**config.mk**
```make
export PLATFORM = sky130hd
export DESIGN_NAME = window_fifo_min_max_unit
export DESIGN_NICKNAME = d
export VERILOG_FILES = /design/src/wfmm_pkg.sv /design/src/wfmm_cell.sv /design/src/wfmm_ctrl.sv /design/src/window_fifo_min_max_unit.sv
export SDC_FILE = /design/constraint.sdc
export NUM_CORES = 2
export LEC_CHECK = 0
export CORE_MARGIN = 2
export CORE_UTILIZATION = 55
export CTS_BUF_LIST = sky130_fd_sc_hd__clkbuf_4
export DETAILED_ROUTE_END_ITERATION = 12
export DONT_BUFFER_PORTS = 1
export PLACE_DENSITY_LB_ADDON = 0.08
export SYNTH_ARGS = -nofsm -noshare
export SYNTH_HDL_FRONTEND = slang
export SYNTH_SLANG_ARGS = --single-unit
```
**constraint.sdc**
```tcl
create_clock -name clk -period 11 [get_ports clk]
set_input_delay 1.1 -clock clk [delete_from_list [all_inputs] [get_ports clk]]
set_output_delay 1.1 -clock clk [all_outputs]
set_load 0.02 [all_outputs]
```
**src/wfmm_pkg.sv**
```systemverilog
// Shared types and constants of the window FIFO min/max unit
`default_nettype none
package wfmm_pkg;

	localparam int WINDOW_DEPTH = 16;
	localparam int SAMPLE_W     = 32;
	localparam int OCC_W        = $clog2(WINDOW_DEPTH + 1);
	localparam int CNT_W        = (WINDOW_DEPTH > 1) ? $clog2(WINDOW_DEPTH) : 1;

	typedef logic signed [SAMPLE_W-1:0] sample_t;

	localparam sample_t MAX_START = '0;
	localparam sample_t MIN_START = {1'b0, {(SAMPLE_W-1){1'b1}}};

	typedef logic [1:0] func_t;
	localparam func_t FUNC_INSERT = 2'd0;
	localparam func_t FUNC_REMOVE = 2'd1;

	localparam logic STATUS_GOOD = 1'b0;
	localparam logic STATUS_ERR  = 1'b1;

	typedef struct packed {
		func_t   func;
		sample_t value;
	} req_item_t;

	typedef struct packed {
		logic             status;
		sample_t          removed_value;
		logic [OCC_W-1:0] occupancy;
		sample_t          window_max;
		sample_t          window_min;
	} rsp_item_t;

	// broadcast to every cell of the chain
	typedef struct packed {
		logic push;
		logic pop;
	} cell_ctl_t;

	typedef enum logic [1:0] {
		ST_IDLE,
		ST_SWEEP,
		ST_DONE
	} state_t;

endpackage
`default_nettype wire

```
**src/wfmm_cell.sv**
```systemverilog
// One queue cell: a stored sample, its occupied flag and the running min/max partial
`default_nettype none
module wfmm_cell (
	input  logic                clk,
	input  logic                arst_n,
	input  wfmm_pkg::cell_ctl_t ctl,
	input  wfmm_pkg::sample_t   value,
	input  logic                prev_valid,
	input  logic                next_valid,
	input  wfmm_pkg::sample_t   next_data,
	input  wfmm_pkg::sample_t   pin_max,
	input  wfmm_pkg::sample_t   pin_min,
	output logic                valid,
	output wfmm_pkg::sample_t   data,
	output wfmm_pkg::sample_t   pout_max,
	output wfmm_pkg::sample_t   pout_min
);
	import wfmm_pkg::*;

	logic    valid_q;
	sample_t data_q;
	sample_t pmax_q;
	sample_t pmin_q;
	logic    take_new;

	// the first free cell (behind an occupied one, or the head cell) takes the inserted sample
	assign take_new = ctl.push && !valid_q && prev_valid;

	always_ff @(posedge clk or negedge arst_n) begin
		if (!arst_n) begin
			valid_q <= 1'b0;
		end else if (ctl.pop) begin
			valid_q <= next_valid;
		end else if (take_new) begin
			valid_q <= 1'b1;
		end
	end

	always_ff @(posedge clk) begin
		if (ctl.pop) begin
			data_q <= next_data;
		end else if (take_new) begin
			data_q <= value;
		end
	end

	// fold this cell into the partial handed down the chain
	always_ff @(posedge clk) begin
		pmax_q <= (valid_q && (data_q > pin_max)) ? data_q : pin_max;
		pmin_q <= (valid_q && (data_q < pin_min)) ? data_q : pin_min;
	end

	assign valid    = valid_q;
	assign data     = data_q;
	assign pout_max = pmax_q;
	assign pout_min = pmin_q;

endmodule
`default_nettype wire

```
**src/wfmm_ctrl.sv**
```systemverilog
// Sequencer: handshakes, fill count, error check, sweep timing and result register
`default_nettype none
module wfmm_ctrl (
	input  logic                clk,
	input  logic                arst_n,
	input  logic                req_valid,
	output logic                req_ready,
	input  wfmm_pkg::req_item_t req,
	output logic                rsp_valid,
	input  logic                rsp_ready,
	output wfmm_pkg::rsp_item_t rsp,
	output wfmm_pkg::cell_ctl_t ctl,
	input  wfmm_pkg::sample_t   head_data,
	input  wfmm_pkg::sample_t   sweep_max,
	input  wfmm_pkg::sample_t   sweep_min
);
	import wfmm_pkg::*;

	state_t           state_q;
	state_t           state_nx;
	logic [OCC_W-1:0] count_q;
	logic [CNT_W-1:0] cnt_q;
	logic             status_q;
	sample_t          removed_q;
	logic             rsp_valid_q;
	rsp_item_t        rsp_q;
	logic             full;
	logic             empty;
	logic             accept;
	logic             err;
	sample_t          removed_nx;
	logic             out_load;

	assign full  = (count_q == OCC_W'(WINDOW_DEPTH));
	assign empty = (count_q == '0);

	always_comb begin
		state_nx   = state_q;
		req_ready  = 1'b0;
		out_load   = 1'b0;
		ctl        = '0;
		err        = STATUS_GOOD;
		removed_nx = '0;
		unique case (state_q)
			ST_IDLE: begin
				req_ready = 1'b1;
				if (req_valid) begin
					state_nx = ST_SWEEP;
					unique case (req.func)
						FUNC_INSERT: begin
							if (full) begin
								err = STATUS_ERR;
							end else begin
								ctl.push = 1'b1;
							end
						end
						FUNC_REMOVE: begin
							if (empty) begin
								err = STATUS_ERR;
							end else begin
								ctl.pop    = 1'b1;
								removed_nx = head_data;
							end
						end
						default: begin
						end
					endcase
				end
			end
			ST_SWEEP: begin
				if (cnt_q == CNT_W'(WINDOW_DEPTH - 1)) begin
					state_nx = ST_DONE;
				end
			end
			ST_DONE: begin
				// hold until the result register is free
				out_load = !rsp_valid_q || rsp_ready;
				if (out_load) begin
					state_nx = ST_IDLE;
				end
			end
			default: begin
				state_nx = ST_IDLE;
			end
		endcase
	end

	assign accept = req_valid && req_ready;

	always_ff @(posedge clk or negedge arst_n) begin
		if (!arst_n) begin
			state_q <= ST_IDLE;
		end else begin
			state_q <= state_nx;
		end
	end

	always_ff @(posedge clk or negedge arst_n) begin
		if (!arst_n) begin
			count_q <= '0;
			cnt_q   <= '0;
		end else begin
			if (ctl.push) begin
				count_q <= count_q + OCC_W'(1);
			end else if (ctl.pop) begin
				count_q <= count_q - OCC_W'(1);
			end
			if (accept) begin
				cnt_q <= '0;
			end else if (state_q == ST_SWEEP) begin
				cnt_q <= cnt_q + CNT_W'(1);
			end
		end
	end

	always_ff @(posedge clk) begin
		if (accept) begin
			status_q  <= err;
			removed_q <= removed_nx;
		end
	end

	always_ff @(posedge clk or negedge arst_n) begin
		if (!arst_n) begin
			rsp_valid_q <= 1'b0;
		end else if (out_load) begin
			rsp_valid_q <= 1'b1;
		end else if (rsp_ready) begin
			rsp_valid_q <= 1'b0;
		end
	end

	always_ff @(posedge clk) begin
		if (out_load) begin
			rsp_q.status        <= status_q;
			rsp_q.removed_value <= removed_q;
			rsp_q.occupancy     <= count_q;
			rsp_q.window_max    <= sweep_max;
			rsp_q.window_min    <= sweep_min;
		end
	end

	assign rsp_valid = rsp_valid_q;
	assign rsp       = rsp_q;

endmodule
`default_nettype wire

```
**src/window_fifo_min_max_unit.sv**
```systemverilog
// Top level: shifting window queue of samples reporting its min and max
//
//  channel | valid     | ready     | beat
//  request | req_valid | req_ready | req (func, value)
//  result  | rsp_valid | rsp_ready | rsp (status, removed_value, occupancy, window_max,
//          |           |           |      window_min)
//
// A request beat is handled in steps: the cell chain applies the operation at the accept edge,
// the min/max partials ripple one cell per cycle through all WINDOW_DEPTH cells, and the
// result register is loaded once it is free.
// A waiting result does not block the next request; a new result waits in the sequencer
// while the result register is still full. Reset empties the queue; no clearing pass.
`default_nettype none
module window_fifo_min_max_unit (
	input  logic                clk,
	input  logic                arst_n,
	input  logic                req_valid,
	output logic                req_ready,
	input  wfmm_pkg::req_item_t req,
	output logic                rsp_valid,
	input  logic                rsp_ready,
	output wfmm_pkg::rsp_item_t rsp
);
	import wfmm_pkg::*;

	cell_ctl_t ctl;
	logic      valid_w [WINDOW_DEPTH];
	sample_t   data_w  [WINDOW_DEPTH];
	sample_t   pmax_w  [WINDOW_DEPTH];
	sample_t   pmin_w  [WINDOW_DEPTH];

	wfmm_ctrl u_ctrl (
		.clk       (clk),
		.arst_n    (arst_n),
		.req_valid (req_valid),
		.req_ready (req_ready),
		.req       (req),
		.rsp_valid (rsp_valid),
		.rsp_ready (rsp_ready),
		.rsp       (rsp),
		.ctl       (ctl),
		.head_data (data_w[0]),
		.sweep_max (pmax_w[WINDOW_DEPTH-1]),
		.sweep_min (pmin_w[WINDOW_DEPTH-1])
	);

	for (genvar i = 0; i < WINDOW_DEPTH; i++) begin : g_cell
		logic    prev_valid;
		logic    next_valid;
		sample_t next_data;
		sample_t pin_max;
		sample_t pin_min;

		if (i == 0) begin : g_head
			assign prev_valid = 1'b1;
			assign pin_max    = MAX_START;
			assign pin_min    = MIN_START;
		end else begin : g_body
			assign prev_valid = valid_w[i-1];
			assign pin_max    = pmax_w[i-1];
			assign pin_min    = pmin_w[i-1];
		end

		if (i == WINDOW_DEPTH - 1) begin : g_tail
			assign next_valid = 1'b0;
			assign next_data  = '0;
		end else begin : g_link
			assign next_valid = valid_w[i+1];
			assign next_data  = data_w[i+1];
		end

		wfmm_cell u_cell (
			.clk        (clk),
			.arst_n     (arst_n),
			.ctl        (ctl),
			.value      (req.value),
			.prev_valid (prev_valid),
			.next_valid (next_valid),
			.next_data  (next_data),
			.pin_max    (pin_max),
			.pin_min    (pin_min),
			.valid      (valid_w[i]),
			.data       (data_w[i]),
			.pout_max   (pmax_w[i]),
			.pout_min   (pmin_w[i])
		);
	end

endmodule
`default_nettype wire

```
==> metrics <==
outcome complete, no violations; Seq/Total Area, Yosys 0.4911; Tcrit/Tclk final 0.4144; worst slack at placement 6411 ps; cell count after synthesis 7060; GP Congestion 0.8727; CTS tree built; DRC Markers 0; M1 WL roughly 94 mm; GR Util All Layers 0.3019; routed vias 55560; Sw Share 0.3552; fmax 219.4 MHz; share of layout cells above drive strength 1 0.2324; maxcap violations 0; WP buf/inv 2; IO Pins ~140; # setup viols final 0; Worst-path clk slew 60 ps; top-count cell post-synth dfxtp_1; internal power 16.54 mW; Mapped Area 0.08208 mm^2; fin worst setup slack roughly 6400 ps; largest net degree at the start of global routing 200; top cells by area, synth dfxtp_1, edfxtp_1, ha_1; Top delay family on crit path simple AND/OR/NAND/NOR gates; Req. time, crit path around 12000 ps; crit path max fanout 185; min Tclk post-route 4559 ps; slew margin rel. 0.1302; Critical Path Most Common Cell nor2_1; DR pass1 iterations 6; final core utilization 0.6112; Worst Hold Margin 162.5 ps; Syn-to-layout area delta 10.22%; setup TNS 0 ps; grt ovf 0; warnings from Yosys 0; mean post-synth cell area 11.63 um^2; Detail Route Antenna Nets 0; vias in the first global route approximately 56000; metal3 WL 13.25 mm; Slowest-stage cell, CP buf_4; Final Skew 116.2 ps; WP data arrival roughly 5700 ps; Clock Path Buffers 4; peak supply drop 0.1423 mV; CTS Buf Count 452; H-tree depth 5; Initial Util 0.5545; # clock sinks 1699; async set-reset flop share out of synthesis 0.01648; critical path type reg2reg; Die Footprint approximately 0.15 mm^2; final hold vios 0; Vias/cell 5.725; sw power 9.112 mW; post-synthesis register bit count 1699; Synth area leader dfxtp_1; met2 routed WL 115.9 mm; CP peak stage delay 950 ps; pwr/cell area 283.5 mW/mm^2; first-pass GRT wire length 345.5 mm; fin nets 8377; Flop pwr share 0.414; dpl cell area 0.08415 mm^2; Lkg Pwr roughly 43 nW; synth unique cells 66; Port Buffers 0; Tot Pwr approximately 26 mW; Core Box Area 0.1480 mm^2; Die Wd a little under 400 um; FP Rows 141; initial antenna violation count 10; Tightest Pin Transition 1301 ps; final max-slew violation count 0; die height 390.3 um; DP Cell Count 8829; DR top layer met4; Routed WL 231.5 mm; hpwl dp 169.7 mm; fin area about 0.090 mm^2; syn_nets 8048; post-synth top area share 0.2576; worst min path class in2reg; crit-path cells nor2_1 > nand2_1 > nor2_1 > and3_4 > buf_12 > buf_4 > a21o_1; routed len/inst approximately 24 um; clk_lat worst skew 1330 ps; drt initial violations 3503; top_reg_cell synth dfxtp_1; fin cells 9704; Clock Tree Root clkbuf_4; RSZ-0062 raised after global routing false; Crit. End Element flip-flop; Synth top cells by count dfxtp_1, inv_1, ha_1; Clock power frac 0.221; combinational power share 0.365; number of enable flip-flop cells after synthesis 615; CP startpoint kind flip-flop
[cells by family after synthesis]
group,Yosys count,share of synthesized area
DFF,1699,0.4911
AOI/OAI and AO/OA,1363,0.1146
buffers and inverters,1195,0.05698
muxes,964,0.1341
adders and majority gates,950,0.1449
and+or+nand+nor,883,0.05774
xor gates and xnor gates,5,0.0005336
other,1,0.00004569
[cell type report]
type	instances	area, um^2
diodes	20	50.05
clock buffers	718	5390
clock inverters	101	504.2
fillers	12220	57550
inverters	960	3603
multi-input cells	4166	37240
flip-flops and latches	1699	40310
well taps	1930	2415
repair buffers	110	950.9
[state kept, by name, indices dropped and copies added (netlist names)]
register / cells
g_cell.u_cell.data: 512
g_cell.u_cell.pout_max: 512
g_cell.u_cell.pout_min: 512
u_ctrl.rsp: 102
u_ctrl.removed_q: 32
g_cell.u_cell.valid: 16
u_ctrl.count_q: 5
u_ctrl.cnt_q: 4
u_ctrl.state_q: 2
u_ctrl.rsp_valid: 1
u_ctrl.status_q: 1
[repair_timing]
action,in CTS,in global routing
hold buffers,36,0
gates resized for setup,0,0
setup buffers,0,0
hold endpoints to repair,64,0
[per-layer routing]
| metal | vias up | global-route usage |
|---|---|---|
| met1 | 27250 | 0.3650 |
| li1 | 26190 | - |
| met4 | 0 | 0.1198 |
| met3 | 506 | 0.05557 |
| met5 | - | 0 |
| met2 | 1618 | 0.5298 |
[placed cells by master, fill, tap and decap left out, types with 31 or more instances in the layout]
cell           instances
nor4_1                31
o211ai_1              45
and2_1                94
a2111oi_0             33
nand3_1               57
a211oi_1              40
clkinv_1              88
ha_1                 949
clkbuf_4             718
nand2b_1              53
nor3_1                50
nand2_1              198
o21a_1                31
a21oi_1              294
mux2_4                40
mux2_2               906
dfxtp_1             1056
a21o_1               691
inv_1                960
nand4_1              182
nor2_1                96
edfxtp_1             615
buf_4                 72
dlygate4sd3_1         35
o21ai_0              111
[worst paths after layout]
kind,start,to,slack [ps],cells after the start
max,u_ctrl.state_q[0],g_cell[5].u_cell.data[28],6440,7
min,req[32],u_ctrl.status_q,160,2
max reg2reg,u_ctrl.state_q[0],g_cell[5].u_cell.data[28],6440,7
min reg2reg,g_cell[15].u_cell.pout_max[29],u_ctrl.rsp[61],370,0
max in group asynchronous,arst_n,g_cell[7].u_cell.valid,10470,2
min in group asynchronous,arst_n,u_ctrl.count_q[1],250,2
[power by group through the flow]
stage,logic [mW],clock network (mW),registers (mW)
after CTS,9.37,5.78,10.6
after detailed placement,9.26,0,10.7
after global routing,10.4,6.12,10.7
after floorplan,7.29,0,9.62
final,9.36,5.66,10.6
after global placement,8.94,0,10.7
(Power assumes the default switching activity.)
